`config.mk`:
```
export PLATFORM = sky130hd
export DESIGN_NAME = mlfq_two_level_scheduler_top
export DESIGN_NICKNAME = d
export VERILOG_FILES = /design/src/hw/rtl/mlfq_pkg.sv /design/src/hw/rtl/mlfq_ram.sv /design/src/hw/rtl/mlfq_ctrl.sv /design/src/hw/rtl/mlfq_dp.sv /design/src/hw/rtl/mlfq_two_level_scheduler_top.sv
export SDC_FILE = /design/constraint.sdc
export NUM_CORES = 2
export LEC_CHECK = 0
export BUFFER_PORTS_ARGS = -buffer_cell sky130_fd_sc_hd__buf_4
export CAP_MARGIN = 20
export CORE_MARGIN = 8
export CORE_UTILIZATION = 60
export CTS_CLUSTER_DIAMETER = 30
export DETAILED_ROUTE_END_ITERATION = 8
export HOLD_SLACK_MARGIN = 0.03
export PLACE_DENSITY = 0.73
export SYNTH_ARGS = -nofsm -noshare
export SYNTH_HDL_FRONTEND = slang
export SYNTH_SLANG_ARGS = --single-unit
```
`constraint.sdc`:
```
create_clock -name aclk -period 9.6 [get_ports aclk]
set_input_delay 1.92 -clock aclk [delete_from_list [all_inputs] [get_ports aclk]]
set_output_delay 1.92 -clock aclk [all_outputs]
set_load 0.01 [all_outputs]
```
`src/hw/rtl/mlfq_pkg.sv`:
```
package mlfq_pkg;

    localparam int JOB_SLOTS_DEF = 16;

    localparam int ID_W    = 16;
    localparam int LEN_W   = 16;
    localparam int QUANT_W = 12;
    localparam int ALLOT_W = 20;
    localparam int PERIOD_W = 16;
    localparam int CPU_W   = 21;
    localparam int TIME_W  = 32;
    localparam int BOOST_W = 17;

    localparam int S_DATA_W = 32;
    localparam int M_DATA_W = 104;
    localparam int ADDR_W   = 5;
    localparam int APB_W    = 32;

    localparam logic [CPU_W-1:0]   CPU_MAX   = {CPU_W{1'b1}};
    localparam logic [BOOST_W-1:0] BOOST_MAX = {BOOST_W{1'b1}};

    localparam logic [QUANT_W-1:0]  QUANTUM_TOP_RST   = 12'd5;
    localparam logic [ALLOT_W-1:0]  ALLOTMENT_TOP_RST = 20'd10;
    localparam logic [QUANT_W-1:0]  QUANTUM_LOW_RST   = 12'd10;
    localparam logic [ALLOT_W-1:0]  ALLOTMENT_LOW_RST = 20'd1000000;
    localparam logic [PERIOD_W-1:0] BOOST_PERIOD_RST  = 16'd40;

    typedef enum logic [2:0] {
        REG_QUANTUM_TOP   = 3'd0,
        REG_ALLOTMENT_TOP = 3'd1,
        REG_QUANTUM_LOW   = 3'd2,
        REG_ALLOTMENT_LOW = 3'd3,
        REG_BOOST_PERIOD  = 3'd4
    } reg_idx_t;

    typedef enum logic [3:0] {
        ST_IDLE,
        ST_ADD,
        ST_ADD_WR,
        ST_RUN,
        ST_BOOST_RD,
        ST_BOOST_WR,
        ST_SEL,
        ST_SLOT_RD,
        ST_CALC,
        ST_WB
    } state_t;

    typedef struct packed {
        logic take_item;
        logic free_rd;
        logic add_do;
        logic boost_mark;
        logic boost_pop;
        logic boost_push;
        logic boost_end;
        logic run_pop;
        logic slot_rd;
        logic calc;
        logic run_wb;
        logic idle_res;
    } cmd_t;

    typedef struct packed {
        logic in_kind;
        logic boost_due;
        logic low_empty;
        logic both_empty;
        logic out_free;
    } sts_t;

    typedef struct packed {
        logic [QUANT_W-1:0]  quantum_top;
        logic [ALLOT_W-1:0]  allotment_top;
        logic [QUANT_W-1:0]  quantum_low;
        logic [ALLOT_W-1:0]  allotment_low;
        logic [PERIOD_W-1:0] boost_period;
    } cfg_t;

endpackage

```
`src/hw/rtl/mlfq_ram.sv`:
```
module mlfq_ram #(
    parameter int WIDTH = 8,
    parameter int DEPTH = 16,
    parameter int AW    = (DEPTH > 1) ? $clog2(DEPTH) : 1
) (
    input  logic             aclk,
    input  logic             we,
    input  logic [AW-1:0]    waddr,
    input  logic [WIDTH-1:0] wdata,
    input  logic [AW-1:0]    raddr,
    output logic [WIDTH-1:0] rdata
);

    logic [WIDTH-1:0] mem [DEPTH];
    logic [WIDTH-1:0] rdata_reg;

    always_ff @(posedge aclk) begin
        if (we) begin
            mem[waddr] <= wdata;
        end
        rdata_reg <= mem[raddr];
    end

    assign rdata = rdata_reg;

endmodule

```
`src/hw/rtl/mlfq_ctrl.sv`:
```
module mlfq_ctrl (
    input  logic           aclk,
    input  logic           aresetn,
    input  logic           s_tvalid,
    output logic           s_tready,
    input  mlfq_pkg::sts_t sts,
    output mlfq_pkg::cmd_t cmd
);
    import mlfq_pkg::*;

    state_t state_reg;
    state_t state_next;

    always_ff @(posedge aclk) begin
        if (!aresetn) begin
            state_reg <= ST_IDLE;
        end else begin
            state_reg <= state_next;
        end
    end

    always_comb begin
        state_next = state_reg;
        cmd        = '0;
        s_tready   = 1'b0;
        case (state_reg)
            ST_IDLE: begin
                s_tready = 1'b1;
                if (s_tvalid) begin
                    cmd.take_item = 1'b1;
                    state_next    = sts.in_kind ? ST_RUN : ST_ADD;
                end
            end
            ST_ADD: begin
                cmd.free_rd = 1'b1;
                state_next  = ST_ADD_WR;
            end
            ST_ADD_WR: begin
                if (sts.out_free) begin
                    cmd.add_do = 1'b1;
                    state_next = ST_IDLE;
                end
            end
            ST_RUN: begin
                if (sts.boost_due) begin
                    cmd.boost_mark = 1'b1;
                    state_next     = ST_BOOST_RD;
                end else begin
                    state_next = ST_SEL;
                end
            end
            ST_BOOST_RD: begin
                if (sts.low_empty) begin
                    cmd.boost_end = 1'b1;
                    state_next    = ST_SEL;
                end else begin
                    cmd.boost_pop = 1'b1;
                    state_next    = ST_BOOST_WR;
                end
            end
            ST_BOOST_WR: begin
                cmd.boost_push = 1'b1;
                state_next     = ST_BOOST_RD;
            end
            ST_SEL: begin
                if (sts.both_empty) begin
                    if (sts.out_free) begin
                        cmd.idle_res = 1'b1;
                        state_next   = ST_IDLE;
                    end
                end else begin
                    cmd.run_pop = 1'b1;
                    state_next  = ST_SLOT_RD;
                end
            end
            ST_SLOT_RD: begin
                cmd.slot_rd = 1'b1;
                state_next  = ST_CALC;
            end
            ST_CALC: begin
                cmd.calc   = 1'b1;
                state_next = ST_WB;
            end
            ST_WB: begin
                if (sts.out_free) begin
                    cmd.run_wb = 1'b1;
                    state_next = ST_IDLE;
                end
            end
            default: begin
                state_next = ST_IDLE;
            end
        endcase
    end

endmodule

```
`src/hw/rtl/mlfq_dp.sv`:
```
module mlfq_dp #(
    parameter int JOB_SLOTS = mlfq_pkg::JOB_SLOTS_DEF
) (
    input  logic                          aclk,
    input  logic                          aresetn,
    input  mlfq_pkg::cfg_t                cfg,
    input  logic [mlfq_pkg::S_DATA_W-1:0] s_tdata,
    input  logic                          s_tuser,
    output logic                          m_tvalid,
    input  logic                          m_tready,
    output logic [mlfq_pkg::M_DATA_W-1:0] m_tdata,
    input  mlfq_pkg::cmd_t                cmd,
    output mlfq_pkg::sts_t                sts
);
    import mlfq_pkg::*;

    localparam int IW = $clog2(JOB_SLOTS);
    localparam int CW = $clog2(JOB_SLOTS + 1);

    function automatic logic [IW-1:0] ring_tail(input logic [IW-1:0] h,
                                                input logic [CW-1:0] c);
        logic [CW:0] s;
        s = {{(CW + 1 - IW){1'b0}}, h} + {1'b0, c};
        if (s >= (CW + 1)'(JOB_SLOTS)) begin
            s = s - (CW + 1)'(JOB_SLOTS);
        end
        return s[IW-1:0];
    endfunction

    function automatic logic [IW-1:0] ring_inc(input logic [IW-1:0] h);
        return (h == IW'(JOB_SLOTS - 1)) ? '0 : h + 1'b1;
    endfunction

    logic [IW-1:0] top_head_reg, top_head_next;
    logic [CW-1:0] top_count_reg, top_count_next;
    logic [IW-1:0] low_head_reg, low_head_next;
    logic [CW-1:0] low_count_reg, low_count_next;
    logic [IW-1:0] free_head_reg, free_head_next;
    logic [CW-1:0] free_count_reg, free_count_next;
    logic [CW-1:0] fresh_reg, fresh_next;
    logic [TIME_W-1:0]  gtime_reg, gtime_next;
    logic [BOOST_W-1:0] boost_reg, boost_next;
    logic boosted_reg, boosted_next;
    logic m_valid_reg, m_valid_next;

    logic [ID_W-1:0]    id_reg;
    logic [LEN_W-1:0]   len_reg;
    logic               level_reg;
    logic [IW-1:0]      slot_reg;
    logic [ID_W-1:0]    pid_reg;
    logic [QUANT_W-1:0] slice_reg;
    logic [LEN_W-1:0]   rem_reg;
    logic [CPU_W-1:0]   cpu_reg;
    logic [M_DATA_W-1:0] m_data_reg;

    logic [IW-1:0]    top_rd, low_rd, free_rd;
    logic [ID_W-1:0]  pid_rd;
    logic [LEN_W-1:0] rem_rd;
    logic [CPU_W-1:0] cpu_rd;

    logic            full, add_commit;
    logic [IW-1:0]   alloc_slot, slot_sel;
    logic            done, clr_cpu, push_low, push_top;
    logic            top_we, low_we, free_we, rem_we, cpu_we;
    logic [IW-1:0]   top_waddr, rem_waddr, cpu_waddr, top_wdata;
    logic [LEN_W-1:0] rem_wdata;
    logic [CPU_W-1:0] cpu_wdata;
    logic [QUANT_W-1:0] quant, slice_c;
    logic [ALLOT_W-1:0] allot;
    logic [CPU_W:0]     cpu_sum;
    logic [BOOST_W:0]   boost_sum;

    assign full       = (free_count_reg == '0) && (fresh_reg == CW'(JOB_SLOTS));
    assign add_commit = cmd.add_do && !full;
    assign alloc_slot = (free_count_reg != '0) ? free_rd : fresh_reg[IW-1:0];
    assign slot_sel   = level_reg ? low_rd : top_rd;

    assign quant   = level_reg ? cfg.quantum_low : cfg.quantum_top;
    assign allot   = level_reg ? cfg.allotment_low : cfg.allotment_top;
    assign slice_c = (rem_rd < {{(LEN_W - QUANT_W){1'b0}}, quant}) ?
                     rem_rd[QUANT_W-1:0] : quant;
    assign cpu_sum = {1'b0, cpu_rd} + {{(CPU_W + 1 - QUANT_W){1'b0}}, slice_c};
    assign boost_sum = {1'b0, boost_reg} + {{(BOOST_W + 1 - QUANT_W){1'b0}}, slice_reg};

    assign done     = (rem_reg == '0);
    assign clr_cpu  = cpu_reg >= {{(CPU_W - ALLOT_W){1'b0}}, allot};
    assign push_low = !done && (clr_cpu || level_reg);
    assign push_top = !done && !push_low;

    assign top_we    = add_commit || cmd.boost_push || (cmd.run_wb && push_top);
    assign top_waddr = ring_tail(top_head_reg, top_count_reg);
    assign top_wdata = add_commit ? alloc_slot : (cmd.boost_push ? low_rd : slot_reg);
    assign low_we    = cmd.run_wb && push_low;
    assign free_we   = cmd.run_wb && done;

    assign rem_we    = add_commit || cmd.run_wb;
    assign rem_waddr = add_commit ? alloc_slot : slot_reg;
    assign rem_wdata = add_commit ? len_reg : rem_reg;
    assign cpu_we    = add_commit || cmd.boost_push || cmd.run_wb;
    assign cpu_waddr = add_commit ? alloc_slot : (cmd.boost_push ? low_rd : slot_reg);
    assign cpu_wdata = (cmd.run_wb && !clr_cpu) ? cpu_reg : '0;

    mlfq_ram #(.WIDTH(IW), .DEPTH(JOB_SLOTS)) u_top_ring (
        .aclk(aclk), .we(top_we), .waddr(top_waddr), .wdata(top_wdata),
        .raddr(top_head_reg), .rdata(top_rd)
    );

    mlfq_ram #(.WIDTH(IW), .DEPTH(JOB_SLOTS)) u_low_ring (
        .aclk(aclk), .we(low_we), .waddr(ring_tail(low_head_reg, low_count_reg)),
        .wdata(slot_reg), .raddr(low_head_reg), .rdata(low_rd)
    );

    mlfq_ram #(.WIDTH(IW), .DEPTH(JOB_SLOTS)) u_free_ring (
        .aclk(aclk), .we(free_we), .waddr(ring_tail(free_head_reg, free_count_reg)),
        .wdata(slot_reg), .raddr(free_head_reg), .rdata(free_rd)
    );

    mlfq_ram #(.WIDTH(ID_W), .DEPTH(JOB_SLOTS)) u_pid_ram (
        .aclk(aclk), .we(add_commit), .waddr(alloc_slot), .wdata(id_reg),
        .raddr(slot_sel), .rdata(pid_rd)
    );

    mlfq_ram #(.WIDTH(LEN_W), .DEPTH(JOB_SLOTS)) u_rem_ram (
        .aclk(aclk), .we(rem_we), .waddr(rem_waddr), .wdata(rem_wdata),
        .raddr(slot_sel), .rdata(rem_rd)
    );

    mlfq_ram #(.WIDTH(CPU_W), .DEPTH(JOB_SLOTS)) u_cpu_ram (
        .aclk(aclk), .we(cpu_we), .waddr(cpu_waddr), .wdata(cpu_wdata),
        .raddr(slot_sel), .rdata(cpu_rd)
    );

    always_comb begin
        top_head_next   = top_head_reg;
        top_count_next  = top_count_reg;
        low_head_next   = low_head_reg;
        low_count_next  = low_count_reg;
        free_head_next  = free_head_reg;
        free_count_next = free_count_reg;
        fresh_next      = fresh_reg;
        gtime_next      = gtime_reg;
        boost_next      = boost_reg;
        boosted_next    = boosted_reg;
        m_valid_next    = m_valid_reg && !m_tready;

        if (cmd.take_item) begin
            boosted_next = 1'b0;
        end
        if (add_commit) begin
            top_count_next = top_count_reg + 1'b1;
            if (free_count_reg != '0) begin
                free_head_next  = ring_inc(free_head_reg);
                free_count_next = free_count_reg - 1'b1;
            end else begin
                fresh_next = fresh_reg + 1'b1;
            end
        end
        if (cmd.boost_mark) begin
            boosted_next = 1'b1;
        end
        if (cmd.boost_pop) begin
            low_head_next  = ring_inc(low_head_reg);
            low_count_next = low_count_reg - 1'b1;
        end
        if (cmd.boost_push) begin
            top_count_next = top_count_reg + 1'b1;
        end
        if (cmd.boost_end) begin
            boost_next = '0;
        end
        if (cmd.run_pop) begin
            if (top_count_reg == '0) begin
                low_head_next  = ring_inc(low_head_reg);
                low_count_next = low_count_reg - 1'b1;
            end else begin
                top_head_next  = ring_inc(top_head_reg);
                top_count_next = top_count_reg - 1'b1;
            end
        end
        if (cmd.run_wb) begin
            gtime_next = gtime_reg + {{(TIME_W - QUANT_W){1'b0}}, slice_reg};
            boost_next = boost_sum[BOOST_W] ? BOOST_MAX : boost_sum[BOOST_W-1:0];
            if (done) begin
                free_count_next = free_count_reg + 1'b1;
            end else if (push_low) begin
                low_count_next = low_count_reg + 1'b1;
            end else begin
                top_count_next = top_count_reg + 1'b1;
            end
        end
        if (cmd.add_do || cmd.run_wb || cmd.idle_res) begin
            m_valid_next = 1'b1;
        end
    end

    always_ff @(posedge aclk) begin
        if (!aresetn) begin
            top_head_reg   <= '0;
            top_count_reg  <= '0;
            low_head_reg   <= '0;
            low_count_reg  <= '0;
            free_head_reg  <= '0;
            free_count_reg <= '0;
            fresh_reg      <= '0;
            gtime_reg      <= '0;
            boost_reg      <= '0;
            boosted_reg    <= 1'b0;
            m_valid_reg    <= 1'b0;
        end else begin
            top_head_reg   <= top_head_next;
            top_count_reg  <= top_count_next;
            low_head_reg   <= low_head_next;
            low_count_reg  <= low_count_next;
            free_head_reg  <= free_head_next;
            free_count_reg <= free_count_next;
            fresh_reg      <= fresh_next;
            gtime_reg      <= gtime_next;
            boost_reg      <= boost_next;
            boosted_reg    <= boosted_next;
            m_valid_reg    <= m_valid_next;
        end
    end

    // result beat layout: pid, level, slice_time, remaining, cpu_used,
    // elapsed, done_res, demoted, boosted, idle, rejected, pad
    always_ff @(posedge aclk) begin
        if (cmd.take_item) begin
            id_reg  <= s_tdata[ID_W-1:0];
            len_reg <= s_tdata[S_DATA_W-1:ID_W];
        end
        if (cmd.run_pop) begin
            level_reg <= (top_count_reg == '0);
        end
        if (cmd.slot_rd) begin
            slot_reg <= slot_sel;
        end
        if (cmd.calc) begin
            pid_reg   <= pid_rd;
            slice_reg <= slice_c;
            rem_reg   <= rem_rd - {{(LEN_W - QUANT_W){1'b0}}, slice_c};
            cpu_reg   <= cpu_sum[CPU_W] ? CPU_MAX : cpu_sum[CPU_W-1:0];
        end
        if (cmd.add_do) begin
            m_data_reg <= {1'b0, full, 1'b0, 1'b0, 1'b0, 1'b0, gtime_reg,
                           {CPU_W{1'b0}}, len_reg, {QUANT_W{1'b0}}, 1'b0, id_reg};
        end else if (cmd.idle_res) begin
            m_data_reg <= {1'b0, 1'b0, 1'b1, boosted_reg, 1'b0, 1'b0, gtime_reg,
                           {CPU_W{1'b0}}, {LEN_W{1'b0}}, {QUANT_W{1'b0}}, 1'b0,
                           {ID_W{1'b0}}};
        end else if (cmd.run_wb) begin
            m_data_reg <= {1'b0, 1'b0, 1'b0, boosted_reg,
                           !done && clr_cpu && !level_reg, done, gtime_next,
                           cpu_reg, rem_reg, slice_reg, level_reg, pid_reg};
        end
    end

    assign m_tvalid = m_valid_reg;
    assign m_tdata  = m_data_reg;

    assign sts.in_kind    = s_tuser;
    assign sts.boost_due  = boost_reg >= {1'b0, cfg.boost_period};
    assign sts.low_empty  = (low_count_reg == '0);
    assign sts.both_empty = (low_count_reg == '0) && (top_count_reg == '0);
    assign sts.out_free   = !m_valid_reg || m_tready;

endmodule

```
`src/hw/rtl/mlfq_two_level_scheduler_top.sv`:
```
// Two-level feedback-queue job scheduler.
// Input channel s_*: one beat is either an add (tuser = 0: tdata carries
// job_id and job_length) or a run (tuser = 1: serve one time slice).
// Result channel m_*: exactly one beat per input beat, in order, giving the
// job served or added, its level, slice time, remaining work, cpu use, the
// global time and the status flags.
// Configuration is an APB slave: quantum_top, allotment_top, quantum_low,
// allotment_low, boost_period at byte addresses 0x00 to 0x10; write while idle.
// Steps, from the accepting state: an add reads the free ring (ST_ADD), then
// writes the job and loads the result (ST_ADD_WR); a run that serves a job
// passes ST_RUN, ST_SEL, ST_SLOT_RD, ST_CALC and ST_WB, and an idle run ends
// at ST_SEL; a boost adds one ST_BOOST_RD plus an ST_BOOST_RD, ST_BOOST_WR
// pair per job it moves out of the low queue. s_tready returns in the cycle
// after the result is loaded. Every slot and ring read has a registered read.
// The next beat is accepted while a result waits in the output register;
// a stalled receiver holds the block at its final step until the result
// register empties.
// Reset (aresetn low, synchronous) empties all queues, frees every job slot,
// clears time and boost counters and loads the default register values.
module mlfq_two_level_scheduler_top #(
    parameter int JOB_SLOTS = mlfq_pkg::JOB_SLOTS_DEF
) (
    input  logic                          aclk,
    input  logic                          aresetn,
    input  logic                          s_tvalid,
    output logic                          s_tready,
    input  logic [mlfq_pkg::S_DATA_W-1:0] s_tdata,  // job_id, job_length
    input  logic                          s_tuser,  // kind
    output logic                          m_tvalid,
    input  logic                          m_tready,
    // pid, level, slice_time, remaining, cpu_used, elapsed, done_res,
    // demoted, boosted, idle, rejected
    output logic [mlfq_pkg::M_DATA_W-1:0] m_tdata,
    input  logic                          psel,
    input  logic                          penable,
    input  logic                          pwrite,
    input  logic [mlfq_pkg::ADDR_W-1:0]   paddr,
    input  logic [mlfq_pkg::APB_W-1:0]    pwdata,
    output logic [mlfq_pkg::APB_W-1:0]    prdata,
    output logic                          pready
);
    import mlfq_pkg::*;

    cfg_t cfg_reg;
    cmd_t cmd;
    sts_t sts;
    logic [2:0] reg_idx;

    assign pready  = 1'b1;
    assign reg_idx = paddr[ADDR_W-1:2];

    always_ff @(posedge aclk) begin
        if (!aresetn) begin
            cfg_reg.quantum_top   <= QUANTUM_TOP_RST;
            cfg_reg.allotment_top <= ALLOTMENT_TOP_RST;
            cfg_reg.quantum_low   <= QUANTUM_LOW_RST;
            cfg_reg.allotment_low <= ALLOTMENT_LOW_RST;
            cfg_reg.boost_period  <= BOOST_PERIOD_RST;
        end else if (psel && penable && pwrite) begin
            case (reg_idx)
                REG_QUANTUM_TOP:   cfg_reg.quantum_top   <= pwdata[QUANT_W-1:0];
                REG_ALLOTMENT_TOP: cfg_reg.allotment_top <= pwdata[ALLOT_W-1:0];
                REG_QUANTUM_LOW:   cfg_reg.quantum_low   <= pwdata[QUANT_W-1:0];
                REG_ALLOTMENT_LOW: cfg_reg.allotment_low <= pwdata[ALLOT_W-1:0];
                REG_BOOST_PERIOD:  cfg_reg.boost_period  <= pwdata[PERIOD_W-1:0];
                default: begin
                end
            endcase
        end
    end

    always_comb begin
        case (reg_idx)
            REG_QUANTUM_TOP:   prdata = {{(APB_W - QUANT_W){1'b0}}, cfg_reg.quantum_top};
            REG_ALLOTMENT_TOP: prdata = {{(APB_W - ALLOT_W){1'b0}}, cfg_reg.allotment_top};
            REG_QUANTUM_LOW:   prdata = {{(APB_W - QUANT_W){1'b0}}, cfg_reg.quantum_low};
            REG_ALLOTMENT_LOW: prdata = {{(APB_W - ALLOT_W){1'b0}}, cfg_reg.allotment_low};
            REG_BOOST_PERIOD:  prdata = {{(APB_W - PERIOD_W){1'b0}}, cfg_reg.boost_period};
            default:           prdata = '0;
        endcase
    end

    mlfq_ctrl u_ctrl (
        .aclk    (aclk),
        .aresetn (aresetn),
        .s_tvalid(s_tvalid),
        .s_tready(s_tready),
        .sts     (sts),
        .cmd     (cmd)
    );

    mlfq_dp #(.JOB_SLOTS(JOB_SLOTS)) u_dp (
        .aclk    (aclk),
        .aresetn (aresetn),
        .cfg     (cfg_reg),
        .s_tdata (s_tdata),
        .s_tuser (s_tuser),
        .m_tvalid(m_tvalid),
        .m_tready(m_tready),
        .m_tdata (m_tdata),
        .cmd     (cmd),
        .sts     (sts)
    );

endmodule
```
==> flow_metrics.env <==
export IMPL_die_width_um=338
export IMPL_max_buffers_root_to_sink=4
export IMPL_first_global_vias=42363
export IMPL_post_cts_repair_setup_buffers=0
export IMPL_cts_tree="done"
export IMPL_p_total_mw=18.7
export IMPL_layout_commonest_cell="nand2_1"
export IMPL_largest_register_ff_count=336
export IMPL_cp_startpoint="u_dp.level_reg"
export IMPL_synth_seq_area_share_pct=67.1
export IMPL_synth_edff_count=1207
export IMPL_syn_avg_cell_area_sq_um=12.1
export IMPL_top_cell_type_s_share_of_synthesized_area_pct=58.4
export IMPL_placement_rows=118
export IMPL_synth_distinct_cells=83
export IMPL_grt_start_max_net_pins=189
export IMPL_irDropWorstVdd_v=0.000196
export IMPL_finalHoldWorstSlack_ns=0.392
export IMPL_worst_path_setup_slack_after_routing_ns=3.26
export IMPL_gr_usage_all_layers_pct=27.7
export IMPL_cts_hold_buf=0
export IMPL_crit_top_cell="a21oi_1"
export IMPL_vias=43239
export IMPL_first_pass_grt_wire_length_um=244000
export IMPL_setup_violations_final=0
export IMPL_timing_final_crit_period_ns=6.34
export IMPL_wl_per_cell_um=23.1
export IMPL_start_util_pct=60.2
export IMPL_fp_coreArea_sq_um=103000
export IMPL_postSynth_topFlopCell="edfxtp_1"
export IMPL_worst_hold_startpoint="u_dp.u_pid_ram.rdata[3]"
export IMPL_place_ws_ns=3.48
export IMPL_multiInputGateArea_sq_um=19100
export IMPL_async_flop_share_pct=0
export IMPL_syn_cell_area_sq_um=62000
export IMPL_crit_fanout=38
export IMPL_cpPeakStageDelay_ns=0.60
export IMPL_grt_antenna_before_repair=4
export IMPL_timing_fmax_mhz=158
export IMPL_leakage_component_of_the_power_nw=27.4
export IMPL_sequential_cell_area_sq_um=41600
export IMPL_antenna_violating_nets_post_route=0
export IMPL_synth_cells=5113
export IMPL_layout_top_registers="u_dp.u_cpu_ram.mem x336, u_dp.u_pid_ram.mem x256, u_dp.u_rem_ram.mem x256"
export IMPL_detail_route_vias_per_cell=6.18
export IMPL_setup_worst_path_end_class="flop"
export IMPL_critical_path_slowest_cell="mux2i_1"
export IMPL_regToRegStartpoint="u_dp.level_reg"
export IMPL_clk_pin_slew_worst_paths_ns=0.05
export IMPL_cts_max_level=5
export IMPL_floorplan_die_area_sq_um=114000
export IMPL_numCtsBuffers=293
export IMPL_fin_setup_tns_ns=0
export IMPL_rsz0062_at_grt="false"
export IMPL_top_register="u_dp.u_cpu_ram.mem"
export IMPL_clock_skew_final_ns=0.0551
export IMPL_power_per_cell_area_nw_per_um2=250
export IMPL_final_min_period_over_clock_period_pct=66.0
export IMPL_drc=0
export IMPL_synthesis_yosys_warnings=0
export IMPL_crit_family="compound AO/OA/AOI/OAI gates"
export IMPL_place_gp_congestion=0.914
export IMPL_globalRouteOverflowTotal=0
export IMPL_ioPinCount=216
export IMPL_diodes=0
export IMPL_timing_critical_path_required_ns=10.19
export IMPL_die_outline_height_um=338
export IMPL_crit_path_cell_trace="buf_4, mux2_2, inv_1, ha_1, o21ai_0, a21oi_1, o31ai_1, nand3_1, a31oi_2, buf_4, mux2i_1, ha_1, inv_1, fa_1, a21o_1, a21oi_1, o21ai_0, a311o_1, a21oi_1, nor3b_1, xor2_1"
export IMPL_drt_pre_antenna_iters=7
export IMPL_port_buffers=187
export IMPL_syn2layout_area_growth_pct=20.5
export IMPL_post_dp_hpwl_um=91800
export IMPL_worst_slew_margin_rel_pct=26.7
export IMPL_worst_endpoint_arrival_ns=6.92
export IMPL_worst_setup_path_start_kind="flop"
export IMPL_finalNetCount=5603
export IMPL_drt_iter0_drc=4950
export IMPL_ys_seq_elements=1477
export IMPL_clkSinkCount=1477
export IMPL_ratio_of_cells_with_drive_above_1_in_the_final_layout_pct=15.7
export IMPL_max_slew_worst_pin_slew_ns=1.10
export IMPL_crit_type="reg2reg"
export IMPL_finalWirelength_um=162000
export IMPL_finalHoldViolations=0
export IMPL_min_delay_path_class="reg2reg"
export IMPL_post_cts_resize_count=0
export IMPL_synthTopCellsByArea="edfxtp_1 (58%), dfxtp_1 (8.7%), nand2_1 (7.6%)"
export IMPL_num_fill_cells=6675
export IMPL_final_cell_mix="nand2_1 (1255), edfxtp_1 (1207), nand3_1 (490), clkbuf_16 (298), dfxtp_1 (270)"
export IMPL_run_status="finished clean"
export IMPL_insertion_delay_ns=0.86
export IMPL_root_buffer="clkbuf_16"
export IMPL_timing_max_transition_violations_final=0
export IMPL_max_cap_violations=0
export IMPL_cp_num_buf_inv=4
export IMPL_netlist_top_cell_by_area="edfxtp_1"
-- area by class of cell --
class / count / share of cell area [%]
well taps: 1380 / 2.31
flip-flops and latches: 1477 / 55.7
repair buffers: 275 / 2.97
inverters: 75 / 0.397
clock inverters: 178 / 2.78
clock buffers: 335 / 10.3
multi-input cells: 3281 / 25.6
-- worst register-to-register path: cells and delay by family, from the launching register on --
| family | cells | cell delay [ns] |
|---|---|---|
| XOR/XNOR | 1 | 0.10 |
| flip-flops | 1 | 0.31 |
| AND/OR/NAND/NOR | 2 | 0.41 |
| buffers and inverters | 4 | 1.07 |
| multiplexers | 2 | 1.12 |
| AO/OA/AOI/OAI | 9 | 2.16 |
| adder cells (fa/ha/maj) | 3 | 0.93 |
-- layer usage --
| layer | part of all wire [%] | routed length (um) | global-route usage, % | vias up |
|---|---|---|---|---|
| li1 | - | - | - | 19375 |
| met1 | 39 | 63700 | 36.9 | 21093 |
| met2 | 48 | 77500 | 44.9 | 2318 |
| met3 | 9.3 | 15000 | 5.34 | 451 |
| met4 | 3.5 | 5740 | 11.3 | 2 |
| met5 | 0.0080 | 13 | 0 | - |
-- cells in the mapped netlist, drive strengths merged, types with 5 or more instances --
cell type,n
a21oi,189
xor2,40
edfxtp,1207
o21a,19
a31oi,74
a22o,37
nor2,229
o211ai,16
a211oi,17
o31a,5
nand4,16
a22oi,17
nor4,19
and2,11
mux2,29
nor4b,5
a21o,25
o21bai,5
mux4,60
clkbuf,223
nor2b,13
xnor2,37
or3,14
o22ai,20
nor3,31
mux2i,78
buf,85
o21ai,97
o31ai,5
nand2b,21
ha,116
nand3b,6
fa,7
dfxtp,270
inv,74
and3,82
a311oi,109
nand3,491
nand2,1257
-- report_power, final --
| part | internal (mW) | total [mW] | switching (mW) |
|---|---|---|---|
| clock network | 6.73 | 9.99 | 3.26 |
| logic | 0.414 | 1.34 | 0.931 |
| registers | 7.24 | 7.38 | 0.141 |
| total | 14.4 | 18.7 | 4.33 |
-- stage by stage --
step | instances | utilization [%] | instance area (sq um)
global placement | 6481 | 63.0 | 64900
floorplan | 5141 | - | 62100
global route | 7001 | 72.6 | 74800
detailed placement | 6481 | 63.0 | 64900
CTS | 6994 | 72.4 | 74600
finish | 7001 | 72.6 | 74800
-- path summary, 6_finish.rpt --
check | to | cells after the start | slack [ns]
hold / removal | u_dp.pid_reg[3] | 0 | 0.39
hold reg to reg | u_dp.pid_reg[3] | 0 | 0.39
setup reg to reg | u_dp.rem_reg[14] | 21 | 3.26
setup / recovery | u_dp.rem_reg[14] | 21 | 3.26
-- kinds of logic after synthesis --
kind of cell    Yosys count  share of synthesized area (%)
mux                     167                           3.98
xor+xnor                 77                           1.09
buf+inv                 383                           2.51
flops                  1477                           67.1
other cells               2                         0.0121
compound gates          672                           7.21
simple gates           2212                           15.5
fa+ha+maj               123                           2.57
Note: power is estimated with default switching activity, not from simulation.
